[config.mk]
export PLATFORM = sky130hd
export DESIGN_NAME = sensor_moving_average_alarm_flat
export DESIGN_NICKNAME = d
export VERILOG_FILES = /design/src/rtl/smaa_pkg.sv /design/src/rtl/smaa_if.sv /design/src/rtl/sensor_moving_average_alarm.sv /design/src/rtl/smaa_ram.sv /design/src/rtl/smaa_ctrl.sv /design/src/rtl/smaa_dp.sv /design/src/flat_wrapper.sv
export SDC_FILE = /design/constraint.sdc
export NUM_CORES = 2
export LEC_CHECK = 0
export BUFFER_PORTS_ARGS = -buffer_cell sky130_fd_sc_hd__buf_2
export CORE_ASPECT_RATIO = 0.7
export CORE_MARGIN = 2
export CORE_UTILIZATION = 35
export CTS_CLUSTER_SIZE = 20
export DETAILED_ROUTE_END_ITERATION = 7
export PLACE_DENSITY = 0.54
export SLEW_MARGIN = 20
export SYNTH_ARGS = -nofsm -noshare
export SYNTH_HDL_FRONTEND = slang
export SYNTH_SLANG_ARGS = --single-unit
export TNS_END_PERCENT = 10
[constraint.sdc]
create_clock -name clock -period 7.07 [get_ports clock]
set_input_delay 0.707 -clock clock [delete_from_list [all_inputs] [get_ports clock]]
set_output_delay 0.707 -clock clock [all_outputs]
set_load 0.03 [all_outputs]
[src/rtl/smaa_pkg.sv]
// Package for the sensor moving average alarm block.
// Parameter defaults, operation and status codes, FSM states, and the
// controller/datapath command and status structs. No dependencies.
package smaa_pkg;

   localparam int SENSORS_DEF = 16;
   localparam int WINDOW_DEF  = 8;

   localparam logic OP_MAP  = 1'b0;
   localparam logic OP_MEAS = 1'b1;

   localparam logic CSR_MIN_TEMP = 1'b0;
   localparam logic CSR_MAX_TEMP = 1'b1;

   localparam logic signed [15:0] MIN_TEMP_RESET = 16'sd2560;
   localparam logic signed [15:0] MAX_TEMP_RESET = 16'sd5120;

   typedef enum logic [2:0] {
      STAT_MAPPED   = 3'd0,
      STAT_IN_RANGE = 3'd1,
      STAT_COLD     = 3'd2,
      STAT_HOT      = 3'd3,
      STAT_FILLING  = 3'd4,
      STAT_UNKNOWN  = 3'd5,
      STAT_FULL     = 3'd6
   } status_type;

   typedef enum logic [2:0] {
      S_IDLE,
      S_SCAN,
      S_ACT,
      S_RD_ACC,
      S_RD_WIN,
      S_UPD,
      S_DIV,
      S_FIN
   } state_type;

   typedef enum logic [1:0] {
      RES_MAP,
      RES_FULL,
      RES_UNKNOWN,
      RES_MEAS
   } res_kind_type;

   typedef struct packed {
      logic         take;
      logic         scan_run;
      logic         latch_sel;
      logic         map_write;
      logic         meas_write;
      logic         res_load;
      res_kind_type res_kind;
   } cmd_type;

   typedef struct packed {
      logic op;
      logic scan_end;
      logic hit;
      logic free;
      logic out_free;
   } stat_type;

endpackage

[src/rtl/smaa_if.sv]
// Request and response channel interfaces for the sensor moving average alarm.
// Valid/ready handshake; a word moves when both are high. No dependencies.
interface smaa_req_if;
   logic               valid;
   logic               ready;
   logic               op;
   logic [15:0]        probe_id;
   logic [15:0]        room_id;
   logic signed [15:0] temperature;
   logic [31:0]        timestamp;

   modport source (output valid, op, probe_id, room_id, temperature, timestamp,
                   input ready);
   modport sink   (input valid, op, probe_id, room_id, temperature, timestamp,
                   output ready);
endinterface

interface smaa_rsp_if;
   logic               valid;
   logic               ready;
   logic [2:0]         status;
   logic [15:0]        room_id_res;
   logic signed [15:0] running_avg;
   logic [31:0]        last_time;

   modport source (output valid, status, room_id_res, running_avg, last_time,
                   input ready);
   modport sink   (input valid, status, room_id_res, running_avg, last_time,
                   output ready);
endinterface

[src/rtl/sensor_moving_average_alarm.sv]
// Top level of the sensor moving average alarm.
// Joins smaa_ctrl and smaa_dp; uses smaa_pkg and the smaa_req_if/smaa_rsp_if channels.
//
// Usage:
//   req_ch carries map words (op 0: sensor id, room id) and measurement words
//   (op 1: sensor id, temperature, timestamp). Each word yields one rsp_ch word.
//   csr_write/csr_index/csr_data set min_temp (index 0) and max_temp (index 1);
//   write them only while the block is idle.
//   A word is taken only in the idle state, so one word is in work at a time.
//   The sensor id search reads the entry table one entry per cycle and stops
//   at the first hit or after the last entry.
//   Map, unknown and full results are loaded after the search; measurements
//   then go through accumulator read, window read, update, reciprocal
//   multiply and result. The next word can be accepted in the cycle after
//   the result is loaded.
//   The result sits in an output register; a stalled receiver blocks only the
//   final load, and a new word may be searched meanwhile.
//   Reset clears the entry valid bits, the result valid and the thresholds
//   (10.0 and 20.0 degrees); the RAMs need no clearing pass.
module sensor_moving_average_alarm #(
   parameter int SENSORS = smaa_pkg::SENSORS_DEF,
   parameter int WINDOW  = smaa_pkg::WINDOW_DEF
) (
   input  logic        clock,
   input  logic        reset,
   smaa_req_if.sink    req_ch,
   smaa_rsp_if.source  rsp_ch,
   input  logic        csr_write,
   input  logic        csr_index,
   input  logic [15:0] csr_data
);
   import smaa_pkg::*;

   cmd_type  cmd;
   stat_type st;

   smaa_ctrl u_ctrl (
      .clock     (clock),
      .reset     (reset),
      .req_valid (req_ch.valid),
      .req_ready (req_ch.ready),
      .st        (st),
      .cmd       (cmd)
   );

   smaa_dp #(.SENSORS(SENSORS), .WINDOW(WINDOW)) u_dp (
      .clock           (clock),
      .reset           (reset),
      .req_op          (req_ch.op),
      .req_probe_id    (req_ch.probe_id),
      .req_room_id     (req_ch.room_id),
      .req_temperature (req_ch.temperature),
      .req_timestamp   (req_ch.timestamp),
      .cmd             (cmd),
      .st              (st),
      .csr_write       (csr_write),
      .csr_index       (csr_index),
      .csr_data        (csr_data),
      .rsp_valid       (rsp_ch.valid),
      .rsp_ready       (rsp_ch.ready),
      .rsp_status      (rsp_ch.status),
      .rsp_room_id_res (rsp_ch.room_id_res),
      .rsp_running_avg (rsp_ch.running_avg),
      .rsp_last_time   (rsp_ch.last_time)
   );
endmodule

[src/rtl/smaa_ram.sv]
// Generic simple dual-port RAM: one write port, one read port, registered read.
// No dependencies.
module smaa_ram #(
   parameter int WIDTH = 16,
   parameter int DEPTH = 16
) (
   input  logic                                   clock,
   input  logic                                   wr_en,
   input  logic [(DEPTH > 1 ? $clog2(DEPTH) : 1)-1:0] wr_addr,
   input  logic [WIDTH-1:0]                       wr_data,
   input  logic [(DEPTH > 1 ? $clog2(DEPTH) : 1)-1:0] rd_addr,
   output logic [WIDTH-1:0]                       rd_data
);
   logic [WIDTH-1:0] mem_ff [DEPTH];
   logic [WIDTH-1:0] rd_data_ff;

   always_ff @(posedge clock) begin
      if (wr_en) begin
         mem_ff[wr_addr] <= wr_data;
      end
      rd_data_ff <= mem_ff[rd_addr];
   end

   assign rd_data = rd_data_ff;
endmodule

[src/rtl/smaa_ctrl.sv]
// Controller FSM for the sensor moving average alarm.
// Sequences scan, map/measure update and result load; uses smaa_pkg.
module smaa_ctrl (
   input  logic              clock,
   input  logic              reset,
   input  logic              req_valid,
   output logic              req_ready,
   input  smaa_pkg::stat_type st,
   output smaa_pkg::cmd_type  cmd
);
   import smaa_pkg::*;

   state_type state_ff, state_in;

   always_ff @(posedge clock) begin
      if (reset) begin
         state_ff <= S_IDLE;
      end else begin
         state_ff <= state_in;
      end
   end

   always_comb begin
      state_in  = state_ff;
      cmd       = '0;
      req_ready = 1'b0;
      unique case (state_ff)
         S_IDLE: begin
            req_ready = 1'b1;
            if (req_valid) begin
               cmd.take = 1'b1;
               state_in = S_SCAN;
            end
         end
         S_SCAN: begin
            cmd.scan_run = 1'b1;
            if (st.scan_end) begin
               cmd.latch_sel = 1'b1;
               state_in      = S_ACT;
            end
         end
         S_ACT: begin
            if (st.op == OP_MEAS && st.hit) begin
               state_in = S_RD_ACC;
            end else if (st.out_free) begin
               cmd.res_load = 1'b1;
               state_in     = S_IDLE;
               if (st.op == OP_MAP) begin
                  if (st.hit || st.free) begin
                     cmd.map_write = 1'b1;
                     cmd.res_kind  = RES_MAP;
                  end else begin
                     cmd.res_kind = RES_FULL;
                  end
               end else begin
                  cmd.res_kind = RES_UNKNOWN;
               end
            end
         end
         S_RD_ACC: state_in = S_RD_WIN;
         S_RD_WIN: state_in = S_UPD;
         S_UPD: begin
            cmd.meas_write = 1'b1;
            state_in       = S_DIV;
         end
         S_DIV: state_in = S_FIN;
         S_FIN: begin
            if (st.out_free) begin
               cmd.res_load = 1'b1;
               cmd.res_kind = RES_MEAS;
               state_in     = S_IDLE;
            end
         end
         default: state_in = S_IDLE;
      endcase
   end
endmodule

[src/rtl/smaa_dp.sv]
// Datapath for the sensor moving average alarm: entry table RAMs, sample
// window RAM, sum/average arithmetic, thresholds and result register.
// Uses smaa_pkg and smaa_ram.
module smaa_dp #(
   parameter int SENSORS = smaa_pkg::SENSORS_DEF,
   parameter int WINDOW  = smaa_pkg::WINDOW_DEF
) (
   input  logic               clock,
   input  logic               reset,
   input  logic               req_op,
   input  logic [15:0]        req_probe_id,
   input  logic [15:0]        req_room_id,
   input  logic signed [15:0] req_temperature,
   input  logic [31:0]        req_timestamp,
   input  smaa_pkg::cmd_type  cmd,
   output smaa_pkg::stat_type st,
   input  logic               csr_write,
   input  logic               csr_index,
   input  logic [15:0]        csr_data,
   output logic               rsp_valid,
   input  logic               rsp_ready,
   output logic [2:0]         rsp_status,
   output logic [15:0]        rsp_room_id_res,
   output logic signed [15:0] rsp_running_avg,
   output logic [31:0]        rsp_last_time
);
   import smaa_pkg::*;

   localparam int ENT_W   = SENSORS > 1 ? $clog2(SENSORS) : 1;
   localparam int L_W     = $clog2(WINDOW);
   localparam int PTR_W   = WINDOW > 1 ? L_W : 1;
   localparam int FILL_W  = $clog2(WINDOW + 1);
   localparam int SUM_W   = 16 + L_W;
   localparam int MAG_W   = SUM_W;
   localparam int ACC_W   = SUM_W + FILL_W + PTR_W + 32;
   localparam int WDEPTH  = SENSORS * WINDOW;
   localparam int WIN_AW  = WDEPTH > 1 ? $clog2(WDEPTH) : 1;
   localparam int SH      = MAG_W + L_W;
   localparam int PROD_W  = 2 * MAG_W + 1;
   localparam longint RECIP = ((64'd1 << SH) + WINDOW - 1) / WINDOW;

   // request word
   logic               op_ff;
   logic [15:0]        id_ff, room_ff;
   logic signed [15:0] temp_ff;
   logic [31:0]        ts_ff;

   // thresholds
   logic signed [15:0] min_ff, max_ff;

   // scan
   logic [ENT_W-1:0] scan_addr_ff, chk_idx_ff, free_idx_ff, sel_ff;
   logic             chk_live_ff, free_found_ff, hit_ff, free_ff;
   logic [15:0]      hit_room_ff;
   logic             valid_ff [SENSORS];
   logic             hit_now, chk_last, free_any;

   // RAM ports
   logic [31:0]       meta_rd;
   logic [ACC_W-1:0]  acc_rd, acc_wr;
   logic              acc_we;
   logic [15:0]       win_rd;
   logic [WIN_AW-1:0] win_addr;

   // arithmetic
   logic signed [SUM_W-1:0] acc_sum, sum_ff;
   logic [FILL_W-1:0]       acc_fill, fill_ff, fill_new;
   logic [PTR_W-1:0]        acc_wp, wp_new;
   logic signed [SUM_W:0]   sum_new, drop;
   logic [MAG_W-1:0]        mag;
   logic [PROD_W-1:0]       prod_ff;
   logic                    neg_ff;
   logic [16:0]             quo, avg17;
   logic signed [15:0]      avg;
   status_type              meas_stat;

   // result register
   logic               rsp_valid_ff;
   logic [2:0]         rsp_status_ff;
   logic [15:0]        rsp_room_ff;
   logic signed [15:0] rsp_avg_ff;
   logic [31:0]        rsp_time_ff;

   always_ff @(posedge clock) begin
      if (cmd.take) begin
         op_ff   <= req_op;
         id_ff   <= req_probe_id;
         room_ff <= req_room_id;
         temp_ff <= req_temperature;
         ts_ff   <= req_timestamp;
      end
   end

   always_ff @(posedge clock) begin
      if (reset) begin
         min_ff <= MIN_TEMP_RESET;
         max_ff <= MAX_TEMP_RESET;
      end else if (csr_write) begin
         if (csr_index == CSR_MIN_TEMP) begin
            min_ff <= csr_data;
         end else begin
            max_ff <= csr_data;
         end
      end
   end

   // entry scan: read issued at scan_addr, compared in the next cycle
   assign hit_now  = chk_live_ff && valid_ff[chk_idx_ff] && (meta_rd[31:16] == id_ff);
   assign chk_last = chk_idx_ff == ENT_W'(SENSORS - 1);
   assign free_any = free_found_ff || !valid_ff[chk_idx_ff];

   always_ff @(posedge clock) begin
      if (reset) begin
         chk_live_ff   <= 1'b0;
         free_found_ff <= 1'b0;
      end else if (cmd.take) begin
         chk_live_ff   <= 1'b0;
         free_found_ff <= 1'b0;
      end else if (cmd.scan_run) begin
         chk_live_ff <= 1'b1;
         if (chk_live_ff && !valid_ff[chk_idx_ff] && !free_found_ff) begin
            free_found_ff <= 1'b1;
         end
      end
   end

   always_ff @(posedge clock) begin
      if (cmd.take) begin
         scan_addr_ff <= '0;
      end else if (cmd.scan_run) begin
         scan_addr_ff <= scan_addr_ff + 1'b1;
         chk_idx_ff   <= scan_addr_ff;
         if (chk_live_ff && !valid_ff[chk_idx_ff] && !free_found_ff) begin
            free_idx_ff <= chk_idx_ff;
         end
      end
      if (cmd.latch_sel) begin
         hit_ff      <= hit_now;
         free_ff     <= free_any;
         hit_room_ff <= meta_rd[15:0];
         sel_ff      <= (hit_now || !free_found_ff) ? chk_idx_ff : free_idx_ff;
      end
   end

   always_ff @(posedge clock) begin
      if (reset) begin
         for (int i = 0; i < SENSORS; i++) begin
            valid_ff[i] <= 1'b0;
         end
      end else if (cmd.map_write) begin
         valid_ff[sel_ff] <= 1'b1;
      end
   end

   smaa_ram #(.WIDTH(32), .DEPTH(SENSORS)) u_meta (
      .clock   (clock),
      .wr_en   (cmd.map_write),
      .wr_addr (sel_ff),
      .wr_data ({id_ff, room_ff}),
      .rd_addr (scan_addr_ff),
      .rd_data (meta_rd)
   );

   // accumulator word: {sum, fill, write pointer, time}
   assign acc_sum  = acc_rd[ACC_W-1 -: SUM_W];
   assign acc_fill = acc_rd[PTR_W+32 +: FILL_W];
   assign acc_wp   = acc_rd[32 +: PTR_W];

   assign drop     = (acc_fill == FILL_W'(WINDOW)) ?
                     (SUM_W+1)'(signed'(win_rd)) : '0;
   assign sum_new  = (SUM_W+1)'(acc_sum) - drop + (SUM_W+1)'(temp_ff);
   assign fill_new = (acc_fill == FILL_W'(WINDOW)) ? acc_fill : acc_fill + 1'b1;
   assign wp_new   = (acc_wp == PTR_W'(WINDOW - 1)) ? '0 : acc_wp + 1'b1;

   assign acc_we = cmd.map_write || cmd.meas_write;
   assign acc_wr = cmd.meas_write ? {sum_new[SUM_W-1:0], fill_new, wp_new, ts_ff}
                                  : '0;

   smaa_ram #(.WIDTH(ACC_W), .DEPTH(SENSORS)) u_acc (
      .clock   (clock),
      .wr_en   (acc_we),
      .wr_addr (sel_ff),
      .wr_data (acc_wr),
      .rd_addr (sel_ff),
      .rd_data (acc_rd)
   );

   assign win_addr = WIN_AW'(sel_ff) * WIN_AW'(WINDOW) + WIN_AW'(acc_wp);

   smaa_ram #(.WIDTH(16), .DEPTH(WDEPTH)) u_win (
      .clock   (clock),
      .wr_en   (cmd.meas_write),
      .wr_addr (win_addr),
      .wr_data (temp_ff),
      .rd_addr (win_addr),
      .rd_data (win_rd)
   );

   always_ff @(posedge clock) begin
      if (cmd.meas_write) begin
         sum_ff  <= sum_new[SUM_W-1:0];
         fill_ff <= fill_new;
      end
   end

   // truncating divide by WINDOW: magnitude times reciprocal, then sign
   assign mag = sum_ff[SUM_W-1] ? MAG_W'(-sum_ff) : MAG_W'(sum_ff);

   always_ff @(posedge clock) begin
      prod_ff <= PROD_W'(mag) * PROD_W'(RECIP);
      neg_ff  <= sum_ff[SUM_W-1];
   end

   assign quo   = prod_ff[SH +: 17];
   assign avg17 = neg_ff ? -quo : quo;
   assign avg   = avg17[15:0];

   always_comb begin
      if (fill_ff != FILL_W'(WINDOW)) begin
         meas_stat = STAT_FILLING;
      end else if (avg < min_ff) begin
         meas_stat = STAT_COLD;
      end else if (avg > max_ff) begin
         meas_stat = STAT_HOT;
      end else begin
         meas_stat = STAT_IN_RANGE;
      end
   end

   always_ff @(posedge clock) begin
      if (reset) begin
         rsp_valid_ff <= 1'b0;
      end else if (cmd.res_load) begin
         rsp_valid_ff <= 1'b1;
      end else if (rsp_ready) begin
         rsp_valid_ff <= 1'b0;
      end
   end

   always_ff @(posedge clock) begin
      if (cmd.res_load) begin
         rsp_room_ff <= '0;
         rsp_avg_ff  <= '0;
         rsp_time_ff <= '0;
         case (cmd.res_kind)
            RES_MAP: begin
               rsp_status_ff <= STAT_MAPPED;
               rsp_room_ff   <= room_ff;
            end
            RES_FULL:    rsp_status_ff <= STAT_FULL;
            RES_UNKNOWN: rsp_status_ff <= STAT_UNKNOWN;
            default: begin
               rsp_status_ff <= meas_stat;
               rsp_room_ff   <= hit_room_ff;
               rsp_avg_ff    <= avg;
               rsp_time_ff   <= ts_ff;
            end
         endcase
      end
   end

   assign st.op       = op_ff;
   assign st.scan_end = hit_now || (chk_live_ff && chk_last);
   assign st.hit      = hit_ff;
   assign st.free     = free_ff;
   assign st.out_free = !rsp_valid_ff || rsp_ready;

   assign rsp_valid       = rsp_valid_ff;
   assign rsp_status      = rsp_status_ff;
   assign rsp_room_id_res = rsp_room_ff;
   assign rsp_running_avg = rsp_avg_ff;
   assign rsp_last_time   = rsp_time_ff;
endmodule

[src/flat_wrapper.sv]
// flat-port wrapper written by rule: the top's interface ports become plain ports
module sensor_moving_average_alarm_flat import smaa_pkg::*;
#(
   parameter int SENSORS = smaa_pkg::SENSORS_DEF,
   parameter int WINDOW  = smaa_pkg::WINDOW_DEF
)
  (clock, reset, csr_write, csr_index, csr_data, req_ch_valid, req_ch_op, req_ch_probe_id, req_ch_room_id, req_ch_temperature, req_ch_timestamp, req_ch_ready, rsp_ch_valid, rsp_ch_status, rsp_ch_room_id_res, rsp_ch_running_avg, rsp_ch_last_time, rsp_ch_ready);
  smaa_req_if req_ch_i ();
  smaa_rsp_if rsp_ch_i ();
  input  logic clock;
  input  logic reset;
  input  logic csr_write;
  input  logic csr_index;
  input  logic [15:0] csr_data;
  input wire logic [$bits(req_ch_i.valid)-1:0] req_ch_valid;
  input wire logic [$bits(req_ch_i.op)-1:0] req_ch_op;
  input wire logic [$bits(req_ch_i.probe_id)-1:0] req_ch_probe_id;
  input wire logic [$bits(req_ch_i.room_id)-1:0] req_ch_room_id;
  input wire logic [$bits(req_ch_i.temperature)-1:0] req_ch_temperature;
  input wire logic [$bits(req_ch_i.timestamp)-1:0] req_ch_timestamp;
  output wire logic [$bits(req_ch_i.ready)-1:0] req_ch_ready;
  output wire logic [$bits(rsp_ch_i.valid)-1:0] rsp_ch_valid;
  output wire logic [$bits(rsp_ch_i.status)-1:0] rsp_ch_status;
  output wire logic [$bits(rsp_ch_i.room_id_res)-1:0] rsp_ch_room_id_res;
  output wire logic [$bits(rsp_ch_i.running_avg)-1:0] rsp_ch_running_avg;
  output wire logic [$bits(rsp_ch_i.last_time)-1:0] rsp_ch_last_time;
  input wire logic [$bits(rsp_ch_i.ready)-1:0] rsp_ch_ready;
  assign req_ch_i.valid = req_ch_valid;
  assign req_ch_i.op = req_ch_op;
  assign req_ch_i.probe_id = req_ch_probe_id;
  assign req_ch_i.room_id = req_ch_room_id;
  assign req_ch_i.temperature = req_ch_temperature;
  assign req_ch_i.timestamp = req_ch_timestamp;
  assign req_ch_ready = req_ch_i.ready;
  assign rsp_ch_valid = rsp_ch_i.valid;
  assign rsp_ch_status = rsp_ch_i.status;
  assign rsp_ch_room_id_res = rsp_ch_i.room_id_res;
  assign rsp_ch_running_avg = rsp_ch_i.running_avg;
  assign rsp_ch_last_time = rsp_ch_i.last_time;
  assign rsp_ch_i.ready = rsp_ch_ready;
  sensor_moving_average_alarm #(.SENSORS(SENSORS), .WINDOW(WINDOW)) u_core (.clock(clock), .reset(reset), .req_ch(req_ch_i), .rsp_ch(rsp_ch_i), .csr_write(csr_write), .csr_index(csr_index), .csr_data(csr_data));
endmodule
==> summary.txt <==
Logic synthesis
  – Cell variety after synth: 83
  – Synth warn: 0
  – Top-area cell type share of the netlist area: 74.3%
  – Register area share after synthesis: 76.7%
  – Syn Std Cell Area: 0.128 mm²
  – Post-synth EDFFs: 3177
  – Synth area leaders: edfxtp_1 74%, mux4_2 8.3%, dfxtp_1 2.4%, mux2i_1 1.5%, mux2_2 1.4%
  – Synth area leader: edfxtp_1
  – Post-synthesis register bit count: 3330
  – FFs w/ async S/R, synth: 0%
  – Most frequent cell after synthesis: edfxtp_1
  – Most frequent cells after synthesis: 3177 x edfxtp_1, 475 x mux4_2, 297 x nor2_1
  – Synthesized instance count: 6705
  – Synth Flop Type: edfxtp_1
  – Mapped Nets: 6887
  – Mean Syn Cell Area: 19.1 µm²

Finish
  – Final non-filler cell total: 12323
  – Final net count: 7374
  – Post-route cell area: 0.148 mm²
  – Layout area overhead: 15.5%
  – Fillers: 32290
  – Share of layout cells above drive strength 1: 23.5%

Place
  – Hpwl dp: 249000 µm
  – Placed Cells: 11659
  – PortBufs: 171
  – DP Area: 0.137 mm²
  – Placer Congestion: 0.954
  – Post-placement setup slack: 2.33 ns

Pwr
  – PwrDens: 286 mW/mm²
  – Peak VDD IR: 199 µV
  – Leak pwr: 46.3 nW

Detailed routing
  – Post-DR wirelength/cell: 33.9 µm
  – Avg Vias per Cell: 5.77
  – Post-Route WL: 418000 µm
  – Via count of the routed design: 71142
  – DR iter-0 viols: 11304
  – DRC viols: 0
  – DRT antenna net count: 0
  – Initial DRT Pass Iterations: 6

Clocking
  – Worst skew pair latency: 0.92 ns
  – Sink Count: 3330
  – Clock tree buffer depth: 4
  – Clk slew on worst S/H paths: 0.06 ns
  – CTS tree: built
  – H-tree depth: 5
  – CTS Buf Count: 323
  – Post-CTS resize count: 0
  – Root Driver: clkbuf_16

Timing
  – Final Setup Violations: 0
  – Max transition margin: 15.4%
  – Hold Violations, Final: 0
  – Unrepaired setup endpoints after global routing: false
  – Fmax: 204 MHz
  – Sum Neg Setup Slack: 0 ns
  – Worst Clk Skew: 0.0634 ns
  – Max Slew Vio Count: 0
  – Worst-Margin Slew: 1.23 ns
  – Final worst-path cycle share: 69.3%
  – Final Critical Period: 4.90 ns
  – Setup WS post-layout: 2.17 ns

Floorplanning
  – Initial cell density of the core: 35.3%
  – Boundary pin count: 172
  – Die width: 728 µm
  – Total core area: 0.364 mm²
  – Site row count: 185
  – Die area: 0.372 mm²
  – Die Y: 511 µm

Setup path
  – Slowest CP cell: dfxtp_4
  – Slowest stage delay, CP: 0.81 ns
  – WP buf/inv: 3
  – Endpoint type of the worst setup path: flip-flop
  – Crit path kind: reg2reg
  – Worst EP required: 7.74 ns
  – Arr. time, crit path: 5.58 ns
  – Top delay family on crit path: compound AO/OA/AOI/OAI gates
  – Startpoint Class: flip-flop
  – Worst Path Max Fanout: 86
  – Crit path cell chain: buf_12 > nor2b_4 > buf_4 > a221oi_1 > o22ai_1 > a221o_1 > a2111oi_1 > clkdlybuf4s18_2 > nand4_1

Global route
  – Initial antenna violation count: 50
  – Global-route wire length before repair: 573000 µm
  – Gr usage total: 21.8%
  – Vias in the first global route: 68193
  – Largest net degree at the start of global routing: 131
  – GRT Residual Overflow: 0

Flow run
  – # Max-Cap Violations: 0

Run status
  – Status: complete, no violations

Min path
  – Hold WC Path Type: in2reg
-- power breakdown --
part / switching, W / internal [W]
sequential: 0.000304 / 0.0221
clock: 0.00761 / 0.00996
combinational: 0.00146 / 0.000965
-- through the flow --
stage               power, W  util (%)  hold WS [ns]
floorplan             0.0242         -         0.386
global placement      0.0252      37.6         0.386
detailed placement    0.0252      37.6         0.390
CTS                   0.0426      40.7      0.000427
global route          0.0435      40.7        0.0150
finish                0.0424      40.7        0.0601
-- kinds of logic (layout without fill, tap and decap cells) --
kind of cell	Yosys count	in the layout	share of synthesized area [%]
AO/OA/AOI/OAI	999	999	5.67
multiplexers	828	828	11.2
XOR/XNOR	65	65	0.444
adder cells (fa/ha/maj)	79	79	0.876
buffers and inverters	518	1258	1.71
AND/OR/NAND/NOR	886	886	3.33
other	0	16	0
flip-flops	3330	3330	76.7
-- layout make-up --
class | count | area, µm² | area share, %
clock buffers | 423 | 8920 | 6.02
clock inverters | 155 | 1620 | 1.09
well taps | 4862 | 6080 | 4.10
repair buffers | 560 | 4270 | 2.88
diodes | 16 | 40.0 | 0.0270
multi-input cells | 2857 | 28400 | 19.1
flip-flops and latches | 3330 | 98500 | 66.4
inverters | 120 | 462 | 0.311
-- routing by layer --
metal / vias up / GRT usage, % / wire length, µm
li1: 28426 / - / -
met1: 37621 / 31.9 / 176000
met2: 4362 / 30.7 / 175000
met3: 705 / 7.45 / 52600
met4: 28 / 6.44 / 14000
met5: - / 0 / 184
-- final timing paths --
| path | start | to | slack [ns] | cells after the start |
|---|---|---|---|---|
| max | u_core.u_dp.u_acc.rd_data[32] | u_core.u_dp.u_win.rd_data[0] | 2.17 | 9 |
| min | req_ch_probe_id[6] | u_core.u_dp.id_ff[6] | 0.06 | 1 |
| max reg2reg | u_core.u_dp.u_acc.rd_data[32] | u_core.u_dp.u_win.rd_data[0] | 2.17 | 9 |
| min reg2reg | u_core.u_dp.u_meta.rd_data[10] | u_core.u_dp.hit_room_ff[10] | 0.40 | 0 |
-- state kept, by name (all words and copies together), names as in the netlist, 19 cells and up, named ones only --
register,flops
u_core.u_dp.rsp_last_time,32
u_core.u_dp.u_win.mem_ff,2048
u_core.u_dp.u_acc.rd_data,26
u_core.u_dp.ts_ff,32
u_core.u_dp.u_meta.rd_data,32
u_core.u_dp.u_meta.mem_ff,512
u_core.u_dp.u_acc.mem_ff,416
u_core.u_dp.sum_ff,19
-- cell usage in the layout (no fill, tap or decap), drive strengths merged, types with 137 or more instances in the layout --
master	n
edfxtp	3177
buf	493
mux4	475
clkbuf	424
nor2	297
nand2	241
mux2i	196
a221oi	192
mux2	157
dfxtp	153
a21oi	145
o21ai	137
-- repair_timing --
action                    CTS  global route
setup buffers               0             0
hold endpoints to repair   67             0
hold buffers               65             0
Note: power is estimated with default switching activity, not from simulation.
